**src/hdl/acvv_pkg.sv**
```systemverilog
package acvv_pkg;

    localparam int SAMPLE_WIDTH  = 16;
    localparam int EST_FRAC_BITS = 16;
    localparam int EST_WIDTH     = 32;
    localparam int CFG_WIDTH     = 16;
    localparam int VEL_WIDTH     = 24;
    localparam int APB_AW        = 3;
    localparam int APB_DW        = 32;
    localparam int REG_IDX_W     = 1;

    localparam logic [CFG_WIDTH-1:0] ALPHA_RESET = 16'd655;
    localparam logic [CFG_WIDTH-1:0] SCALE_RESET = 16'd815;
    localparam logic [VEL_WIDTH-1:0] VEL_MAX     = '1;

    localparam logic [REG_IDX_W-1:0] REG_EMA_ALPHA      = 1'b0;
    localparam logic [REG_IDX_W-1:0] REG_VELOCITY_SCALE = 1'b1;

    localparam logic [1:0] LAST_AXIS = 2'd2;

    typedef enum logic [3:0] {
        OP_LOAD,
        OP_EMA_MUL,
        OP_EMA_UPD,
        OP_SQ_MUL,
        OP_SQ_ACC,
        OP_SQRT_INIT,
        OP_SQRT_STEP,
        OP_SCALE_MUL,
        OP_OUT,
        OP_OUT_ZERO
    } t_op;

    typedef struct packed {
        t_op        op;
        logic [1:0] axis;
    } t_cmd;

    typedef struct packed {
        logic out_free;
    } t_status;

    // width of sample-minus-estimate differences
    function automatic int diff_width(input int sw, input int efb);
        return ((sw + efb > EST_WIDTH) ? sw + efb : EST_WIDTH) + 1;
    endfunction

    // width of the magnitude (square root of the summed squares)
    function automatic int root_width(input int sw, input int efb);
        return diff_width(sw, efb) - (efb - 8) + 1;
    endfunction

endpackage

```
**src/hdl/acvv_ctrl.sv**
```systemverilog
module acvv_ctrl #(
    parameter int ROOT_WIDTH = acvv_pkg::root_width(acvv_pkg::SAMPLE_WIDTH,
                                                    acvv_pkg::EST_FRAC_BITS)
) (
    input  logic              i_clk,
    input  logic              i_rst_n,
    input  logic              i_in_valid,
    input  logic              i_sample_valid,
    output logic              o_in_ready,
    input  acvv_pkg::t_status i_status,
    output acvv_pkg::t_cmd    o_cmd
);

    localparam int CW = $clog2(ROOT_WIDTH + 1);

    typedef enum logic [3:0] {
        S_IDLE,
        S_EMA_MUL,
        S_EMA_UPD,
        S_SQ_MUL,
        S_SQ_ACC,
        S_SQRT_INIT,
        S_SQRT_STEP,
        S_SCALE,
        S_FIN
    } t_state;

    t_state          r_state;
    acvv_pkg::t_cmd  r_cmd;
    logic [CW-1:0]   r_cnt;

    assign o_in_ready = (r_state == S_IDLE);
    assign o_cmd      = r_cmd;

    always_ff @(posedge i_clk) begin
        if (!i_rst_n) begin
            r_state    <= S_IDLE;
            r_cmd.op   <= acvv_pkg::OP_LOAD;
            r_cmd.axis <= '0;
            r_cnt      <= '0;
        end else begin
            case (r_state)
                S_IDLE: begin
                    if (i_in_valid) begin
                        r_cmd.axis <= '0;
                        if (i_sample_valid) begin
                            r_state  <= S_EMA_MUL;
                            r_cmd.op <= acvv_pkg::OP_EMA_MUL;
                        end else begin
                            r_state  <= S_FIN;
                            r_cmd.op <= acvv_pkg::OP_OUT_ZERO;
                        end
                    end
                end
                S_EMA_MUL: begin
                    r_state  <= S_EMA_UPD;
                    r_cmd.op <= acvv_pkg::OP_EMA_UPD;
                end
                S_EMA_UPD: begin
                    if (r_cmd.axis == acvv_pkg::LAST_AXIS) begin
                        r_state    <= S_SQ_MUL;
                        r_cmd.op   <= acvv_pkg::OP_SQ_MUL;
                        r_cmd.axis <= '0;
                    end else begin
                        r_state    <= S_EMA_MUL;
                        r_cmd.op   <= acvv_pkg::OP_EMA_MUL;
                        r_cmd.axis <= r_cmd.axis + 2'd1;
                    end
                end
                S_SQ_MUL: begin
                    r_state  <= S_SQ_ACC;
                    r_cmd.op <= acvv_pkg::OP_SQ_ACC;
                end
                S_SQ_ACC: begin
                    if (r_cmd.axis == acvv_pkg::LAST_AXIS) begin
                        r_state    <= S_SQRT_INIT;
                        r_cmd.op   <= acvv_pkg::OP_SQRT_INIT;
                        r_cmd.axis <= '0;
                    end else begin
                        r_state    <= S_SQ_MUL;
                        r_cmd.op   <= acvv_pkg::OP_SQ_MUL;
                        r_cmd.axis <= r_cmd.axis + 2'd1;
                    end
                end
                S_SQRT_INIT: begin
                    r_state  <= S_SQRT_STEP;
                    r_cmd.op <= acvv_pkg::OP_SQRT_STEP;
                    r_cnt    <= '0;
                end
                S_SQRT_STEP: begin
                    r_cnt <= r_cnt + CW'(1);
                    if (r_cnt == CW'(ROOT_WIDTH - 1)) begin
                        r_state  <= S_SCALE;
                        r_cmd.op <= acvv_pkg::OP_SCALE_MUL;
                    end
                end
                S_SCALE: begin
                    r_state  <= S_FIN;
                    r_cmd.op <= acvv_pkg::OP_OUT;
                end
                S_FIN: begin
                    // hold the output op until the result slot frees up
                    if (i_status.out_free) begin
                        r_state  <= S_IDLE;
                        r_cmd.op <= acvv_pkg::OP_LOAD;
                    end
                end
                default: begin
                    r_state  <= S_IDLE;
                    r_cmd.op <= acvv_pkg::OP_LOAD;
                end
            endcase
        end
    end

`ifndef SYNTHESIS
    a_valid_starts_ema: assert property (@(posedge i_clk) disable iff (!i_rst_n)
        (r_state == S_IDLE && i_in_valid && i_sample_valid) |=>
        (r_cmd.op == acvv_pkg::OP_EMA_MUL && r_cmd.axis == '0))
        else $error("valid sample did not start EMA on first axis");

    a_axis_range: assert property (@(posedge i_clk) disable iff (!i_rst_n)
        r_cmd.axis <= acvv_pkg::LAST_AXIS)
        else $error("axis index out of range");

    a_fin_holds: assert property (@(posedge i_clk) disable iff (!i_rst_n)
        (r_state == S_FIN && !i_status.out_free) |=>
        (r_state == S_FIN && $stable(r_cmd.op)))
        else $error("result dropped while output slot busy");

    a_cnt_bound: assert property (@(posedge i_clk) disable iff (!i_rst_n)
        (r_state == S_SQRT_STEP) |-> (r_cnt < CW'(ROOT_WIDTH)))
        else $error("square root step count overrun");
`endif

endmodule

```
**config.mk**
```make
export PLATFORM = sky130hd
export DESIGN_NAME = acvv_ctrl
export DESIGN_NICKNAME = d
export VERILOG_FILES = /design/src/hdl/acvv_pkg.sv /design/src/hdl/acvv_ctrl.sv
export SDC_FILE = /design/constraint.sdc
export NUM_CORES = 1
export LEC_CHECK = 0
export BUFFER_PORTS_ARGS = -buffer_cell sky130_fd_sc_hd__buf_2
export CAP_MARGIN = 20
export CORE_UTILIZATION = 45
export CTS_CLUSTER_SIZE = 12
export DETAILED_ROUTE_END_ITERATION = 10
export PLACE_DENSITY = 0.66
export SLEW_MARGIN = 20
export SYNTH_ARGS = -nofsm -noshare
export SYNTH_HDL_FRONTEND = slang
export SYNTH_SLANG_ARGS = --single-unit
```
**constraint.sdc**
```tcl
create_clock -name i_clk -period 3.8 [get_ports i_clk]
set_input_delay 0.57 -clock i_clk [delete_from_list [all_inputs] [get_ports i_clk]]
set_output_delay 0.57 -clock i_clk [all_outputs]
set_load 0.1 [all_outputs]
```
==> run metrics, run 1 <==
outcome complete, but fails checks; failing checks DRC; mapped cell area 774 µm²; Synth Area in Compound Gates 24.4%; fin worst setup slack 1410 ps; max-cap violation count 0; Synth async-reset ratio 0%; die width between 40 and 50 µm; Clock Sinks 12; setup violators final 0; Synth Flop Type dfxtp_1; XOR/XNOR share of the synthesized area 1.13%; cell count after synthesis 94; first-pass GRT wire length 2560 µm; Vert. Die Dim between 40 and 50 µm; Synth cell types 40; drt total wl 1580 µm; most frequent cells in the layout 12 x dfxtp_1, 11 x buf_2, 9 x o21ai_0; Worst setup endpoint o_in_ready; Reg2Reg Setup Slack 2050 ps; Tmin final 2390 ps; Final ANT Viol Nets 0; H-tree lvl count 1; setup TNS 0 ps; vias per inst 6.13; DRC Markers 5; post-synthesis mux area share 4.04%; FP Rows 14; unrepaired setup endpoints after global routing false; final hold violations 0; core area 1560 µm²; die area 1890 µm²; Rel. slew slack 52.1%; filler cell count 159; Setup crit start r_state[1]; Worst Clk Skew 6.12 ps; Net Count, Synth about 100; EDFF count, synth 0; Power Dens Cells approximately 370 nW/µm²; synthesis-stage register bit count 12; vias in the first global route 591; Final Cycle Share 62.9%; HPWL after DPL 1080 µm; maximum VDD drop about 0.22 mV; CTS resizes 0; Worst Max-Slew Pin Slew slightly above 700 ps; WL per Instance 13.6 µm; setup repair bufs after CTS 0; FF-to-FF path depth 3; total gr overflow 0; Synth Area per Inst 8.24 µm²; Worst-path clk slew 70 ps; via count between 700 and 800; HP Class reg2reg; GRT Overall Usage roughly 18%; clock buffer count from CTS 3; worst slack at placement 1710 ps; Initial Utilization 49.7%; Synth Warn # 0; Slew Limit Fails 0; DR iter-0 viols 25; CTS tree built; Clock Path Buffers 2; Antenna diodes 0; largest net degree at the start of global routing 26; Core Util, Final 53.0%; clk_lat worst skew ~280 ps; Area growth, synth to finish 6.62%; nets 108; CP arrival 1820 ps; Root Driver clkbuf_4; Post-Layout Cell Count 116; CP endpoint kind primary output; CP startpoint kind flip-flop; Crit Path Class reg2out; f_max 419 MHz; Hold-fix buffers, CTS 0; initial antenna violation count 0; combinational family with the most area after synthesis simple AND/OR/NAND/NOR gates; routability congestion estimate 0.769; Inst Count DP 112; post-synthesis simple-gate area fraction 26.5%; reg2reg start r_state[1]; Seq/Total Area, Yosys a little over 30%; number of I/O pins 12; CP max FO 21; count of port buffers added during placement 11; Initial DRT Pass Iterations 7; reg2reg end r_state[1]; synthesized-area fraction occupied by adder cells 3.23%; Critical Path RT 3230 ps; Pleak 0.302 nW; layout cell share with drive strength beyond 1 between 10% and 20%; Min-Delay Path Depth 2; commonest non-fill, non-tap cell in the layout dfxtp_1
worst max-delay path, cell delays in order (launching register included):
cell and delay [ps]:
dfxtp_1 520, or3_1 500, nor2_1 100, buf_2 430
metal layers:
metal	track usage, %	wire [µm]	vias to the layer above
met5	0	0	-
met4	7.50	32	0
met3	6.25	81	4
met2	25.5	676	14
met1	25.9	787	331
li1	-	-	362
Yosys cell counts, drive strengths merged (3+ instances only):
cell	instances	area share, %
inv	4	1.9
nor4	3	2.4
o21ai	9	5.8
nand3	4	2.6
dfxtp	12	31
nor2	8	3.9
a22oi	3	2.9
nand2	4	2.3
a31oi	3	2.4
buf	8	7.3
flip-flops by register name (all words and copies together) (netlist names):
| signal | flops |
|---|---|
| o_cmd | 4 |
| r_state | 3 |
| r_cnt | 5 |
worst min-delay path by stage:
stage / slack [ps] / from / endpoint
floorplan: 490 / r_cnt[4] / r_cnt[4]
global placement: 510 / o_cmd[2] / o_cmd[2]
detailed placement: 510 / o_cmd[2] / o_cmd[2]
CTS: 520 / o_cmd[2] / o_cmd[2]
global route: 560 / i_rst_n / r_cnt[2]
finish: 520 / o_cmd[2] / o_cmd[2]
power by group:
part	switching (W)	total (W)	internal (W)	leakage [nW]
Sequential	0.0000103	0.000140	0.000129	0.0973
Clock	0.0000435	0.000102	0.0000583	0.0210
Combinational	0.0000481	0.0000638	0.0000157	0.184
Total	0.000102	0.000305	0.000203	0.302
through the flow:
step	hold slack, ps	area (µm²)	total power [W]
after global routing	563	826	0.000322
after floorplan	494	774	0.000199
after detailed placement	511	790	0.000207
after global placement	506	790	0.000206
after CTS	523	826	0.000309
final	515	826	0.000305
cells by family after synthesis:
group           after synthesis
simple gates                 35
compound gates               28
buf+inv                      13
flops                        12
mux                           3
fa+ha+maj                     2
xor+xnor                      1
cell type report:
| cell class | instances | area, µm² | area share (%) |
|---|---|---|---|
| Inverter | 4 | 15.0 | 1.82 |
| Clock buffer | 4 | 36.3 | 4.39 |
| Tap cell | 16 | 20.0 | 2.42 |
| Sequential cell | 12 | 240 | 29.1 |
| Timing Repair Buffer | 11 | 55.1 | 6.67 |
| Multi-Input combinational cell | 69 | 459 | 55.6 |
Note: power is estimated with default switching activity, not from simulation.
==> run 2, diff against run 1 <==
--- a/config.mk
+++ b/config.mk
@@ -10,7 +10,7 @@
 export CORE_UTILIZATION = 45
 export CTS_CLUSTER_SIZE = 12
 export DETAILED_ROUTE_END_ITERATION = 10
-export PLACE_DENSITY = 0.66
+export PLACE_DENSITY = 0.68
 export SLEW_MARGIN = 20
 export SYNTH_ARGS = -nofsm -noshare
 export SYNTH_HDL_FRONTEND = slang
==> constraint.sdc (replaced) <==
create_clock -name i_clk -period 1.9 [get_ports i_clk]
set_input_delay 0.285 -clock i_clk [delete_from_list [all_inputs] [get_ports i_clk]]
set_output_delay 0.285 -clock i_clk [all_outputs]
set_load 0.1 [all_outputs]
==> run metrics, run 2 (synthesis results as in run 1) <==
max reg flops 5; layout cell share with drive strength beyond 1 21.6%; HP Class in2reg; clock buffer count from CTS 3; reg2reg start r_state[2]; vias per inst between 6 and 7; vias in the first global route 631; Critical Path RT ~1600 ps; die area 1890 µm²; f_max roughly 550 MHz; Post-Layout Cell Count 118; Reg area 240 µm²; switch share a little over a third; Inst Count DP between 100 and 150; filler cell count 151; CP top delay family simple AND/OR/NAND/NOR gates; WL per Instance 14.2 µm; Vert. Die Dim 43.5 µm; CP endpoint kind primary output; Clock Sinks 12; Hold-fix buffers, CTS 0; die width 43.5 µm; Tmin final 1810 ps; Root Driver clkbuf_4; GRT Overall Usage 20.5%; setup TNS 0 ps; max-cap violation count 0; NetSw 0.000209 W; routability congestion estimate 0.830; DRC Markers 4; number of I/O pins 12; Final ANT Viol Nets 0; setup repair bufs after CTS 0; commonest non-fill, non-tap cell in the layout dfxtp_1; CP startpoint kind flip-flop; Pint 0.000380 W; Initial Utilization 49.7%; FP Rows 14; Slew Limit Fails 0; core area 1560 µm²; Pleak 0.318 nW; final hold violations 0; CP arrival 1520 ps; CP max FO 13; total gr overflow 0; Clock power frac 27.2%; unrepaired setup endpoints after global routing false; drt total wl 1680 µm; Initial DRT Pass Iterations 7; Final Cycle Share 95.1%; Biggest register r_cnt; CTS tree built; Crit Path Class reg2out; DR iter-0 viols 37; Worst Max-Slew Pin Slew 487 ps; clk_lat worst skew 270 ps; nets roughly 110; Gate power share 27.2%; first-pass GRT wire length roughly 2900 µm; Worst Clk Skew roughly 2.1 ps; Antenna diodes 0; initial antenna violation count 0; critical path, cell by cell or3_1, nor2_2, buf_12; Rel. slew slack 67.7%; Worst-path clk slew 70 ps; Power Dens Cells 690 nW/µm²; sequential power share a little under half; H-tree lvl count 1; Area growth, synth to finish 10.0%; via count 746; global routing met2 resource utilization a little under a third; setup violators final 0; failing checks DRC; slowest cell delay on critical path 470 ps; Top Usage Layer GRT met2; maximum VDD drop 0.403 mV; count of port buffers added during placement 11; routing usage on met3 about 5.0%; Clock Path Buffers 2; largest net degree at the start of global routing 22; Setup crit start r_state[2]; multi-input logic area 462 µm²; most frequent cells in the layout 12 x dfxtp_1, 10 x buf_2, 9 x o21ai_0; met1 Use GR between 20% and 30%; CTS resizes 0; Slowest cell on crit path or3_1; Hold Startpoint i_rst_n; outcome complete, but fails checks; HPWL after DPL 1170 µm; Worst Path Buf+Inv 1
==> run 2: cell count changes in the layout (fill, tap and decap cells not counted) <==
cell      change
nor2_1        -1
buf_4         +3
clkbuf_8      -1
buf_2         -1
nor2_2        +1
buf_12        +1
==> run 2: stage by stage <==
stage               power [W]  cell area (µm²)  utilization (%)  hold WS, ps  setup WS (ps)
floorplan            0.000399              777                -          413           91.5
global placement     0.000434              830             53.2          516            323
detailed placement   0.000433              830             53.2          510            317
CTS                  0.000589              852             54.7          290           93.8
global route         0.000626              852             54.7          269           12.0
finish               0.000588              852             54.7          289           92.9
==> run 2: layout make-up <==
cell class | count | area share [%]
multi-input combinational | 69 | 54.2
timing repair buffer | 14 | 10.9
inverter | 4 | 1.76
clock buffer | 3 | 2.64
tap | 16 | 2.35
sequential | 12 | 28.2
==> run 2: path summary, 6_finish.rpt <==
kind | endpoint | slack (ps) | depth (start not counted)
hold / removal | r_cnt[2] | 290 | 2
setup reg to reg | r_cnt[3] | 290 | 4
setup / recovery | o_in_ready | 90 | 3
hold reg to reg | o_cmd[2] | 520 | 2
==> run 2: power by group through the flow <==
stage	combinational [W]	sequential [W]	clock, W
final	0.000160	0.000268	0.000160
after global routing	0.000170	0.000270	0.000185
after CTS	0.000160	0.000268	0.000161
after detailed placement	0.000160	0.000274	0
after global placement	0.000160	0.000274	0
after floorplan	0.000107	0.000292	0
==> run 2: routing by layer <==
layer  up-vias  routed length (µm)
met2        22                 758
met3         5                  92
met4         0                  30
met5         -                   0
li1        368                   -
met1       351                 799
==> run 2: worst register-to-register path, delay by kind of cell, from the launching register on <==
family	cells	cell delay, ps
simple gates	3	840
flops	1	580
compound gates	1	130
==> run 3, diff against run 2 <==
--- a/config.mk
+++ b/config.mk
@@ -11,7 +11,7 @@
 export CTS_CLUSTER_SIZE = 12
 export DETAILED_ROUTE_END_ITERATION = 10
 export PLACE_DENSITY = 0.68
-export SLEW_MARGIN = 20
+export REMOVE_ABC_BUFFERS = 1
 export SYNTH_ARGS = -nofsm -noshare
 export SYNTH_HDL_FRONTEND = slang
 export SYNTH_SLANG_ARGS = --single-unit
==> constraint.sdc (replaced) <==
create_clock -name i_clk -period 1.9 [get_ports i_clk]
set_input_delay 0.38 -clock i_clk [delete_from_list [all_inputs] [get_ports i_clk]]
set_output_delay 0.38 -clock i_clk [all_outputs]
set_load 0.1 [all_outputs]
==> run metrics, run 3 (synthesis results as in run 1) <==
outcome complete, but fails checks; failing checks DRC; Initial DRT Pass Iterations 8; final hold violations 0; first-pass GRT wire length 2780 µm; most frequent cells in the layout 12 x dfxtp_1, 9 x o21ai_0, 9 x buf_2; Biggest register r_cnt; total power between 0.0005 and 0.0006 W; layout cell share with drive strength beyond 1 21.4%; die area 1890 µm²; setup repair bufs after CTS 0; via count 749; HPWL after DPL around 1200 µm; Initial Utilization 49.7%; total gr overflow 0; drt total wl approximately 1600 µm; CP startpoint kind flip-flop; count of port buffers added during placement 11; setup TNS 0 ps; Critical Path RT 1520 ps; CP endpoint kind primary output; Final Cycle Share 93.4%; Worst Clk Skew approximately 4.8 ps; Vert. Die Dim 43.5 µm; routability congestion estimate about 0.84; unrepaired setup endpoints after global routing false; Slowest cell on crit path or3_1; Worst Max-Slew Pin Slew between 400 and 500 ps; Post-Place Cell Area 850 µm²; setup violators final 0; Hold-fix buffers, CTS 0; initial antenna violation count 0; clk_lat worst skew 270 ps; Clock Path Buffers 2; clock buffer count from CTS 3; Reg area 240 µm²; filler cell count ~150; CP top delay family simple AND/OR/NAND/NOR gates; H-tree lvl count 1; HP Class in2reg; Final ANT Viol Nets 0; post-route cell area 872 µm²; FP Rows 14; Rel. slew slack 68.0%; Area growth, synth to finish 12.6%; Slew Limit Fails 0; Crit Path Class reg2out; slowest cell delay on critical path 420 ps; maximum VDD drop approximately 0.45 mV; CTS tree built; multi-input logic area 459 µm²; max reg flops 5; max-cap violation count 0; core area 1560 µm²; die width 43.5 µm; vias in the first global route 626; Antenna diodes 0; Worst-path clk slew 70 ps; nets 112; DRC Markers 2; commonest non-fill, non-tap cell in the layout dfxtp_1; DR iter-0 viols 16; f_max between 500 and 600 MHz; WL per Instance 13.8 µm; Power Dens Cells between 600 and 700 nW/µm²; CP max FO 4; CTS resizes 0; Tmin final 1770 ps; Worst Path Buf+Inv 1; GRT Overall Usage 19.7%; Root Driver clkbuf_4; vias per inst 6.29; CP arrival 1390 ps; critical path, cell by cell or3_1, nor2_1, buf_12; Pleak between 0.3 and 0.4 nW; largest net degree at the start of global routing 21; number of I/O pins 12; Clock Sinks 12
==> run 3: through the flow <==
stage / setup slack (ps) / hold WS, ps / cells / util, %
floorplan: -1130 / 494 / 85 / -
global placement: 413 / 507 / 116 / 54.5
detailed placement: 415 / 511 / 116 / 54.5
CTS: 115 / 376 / 119 / 55.9
global route: 66.9 / 373 / 119 / 55.9
finish: 125 / 387 / 119 / 55.9
==> run 3: per-layer routing <==
metal	wire length (µm)	track usage (%)	share of wire (%)
met1	800	26.9	49
met2	756	30.9	46
met3	73	3.75	4.4
met4	11	7.50	0.67
met5	0	0	0
==> run 3: worst register-to-register path: cells and delay by family, from the launching register on <==
family                     cells  cell delay (ps)
AOI/OAI and AO/OA              2              470
adders and majority gates      1              170
buffers and inverters          1               60
DFF                            1              400
and+or+nand+nor                2              280
==> run 3: area by class of cell <==
class	count	area share, %
sequential	12	27.5
timing repair buffer	15	13.2
inverter	4	1.72
tap	16	2.30
clock buffer	3	2.58
multi-input combinational	69	52.7
==> run 3: worst paths after layout <==
path	endpoint	slack [ps]	cells past startpoint	from
max reg2reg	r_state[1]	390	6	r_cnt[1]
max	o_in_ready	130	3	r_state[1]
min reg2reg	o_cmd[2]	520	1	r_state[0]
min	r_cnt[2]	390	2	i_rst_n
==> run 3: where the power goes <==
part / leakage [nW] / switching [W] / internal [W]
logic: 0.215 / 0.000114 / 0.0000491
registers: 0.0973 / 0.00000761 / 0.000259
clock network: 0.0138 / 0.0000793 / 0.0000732
total: 0.326 / 0.000201 / 0.000381
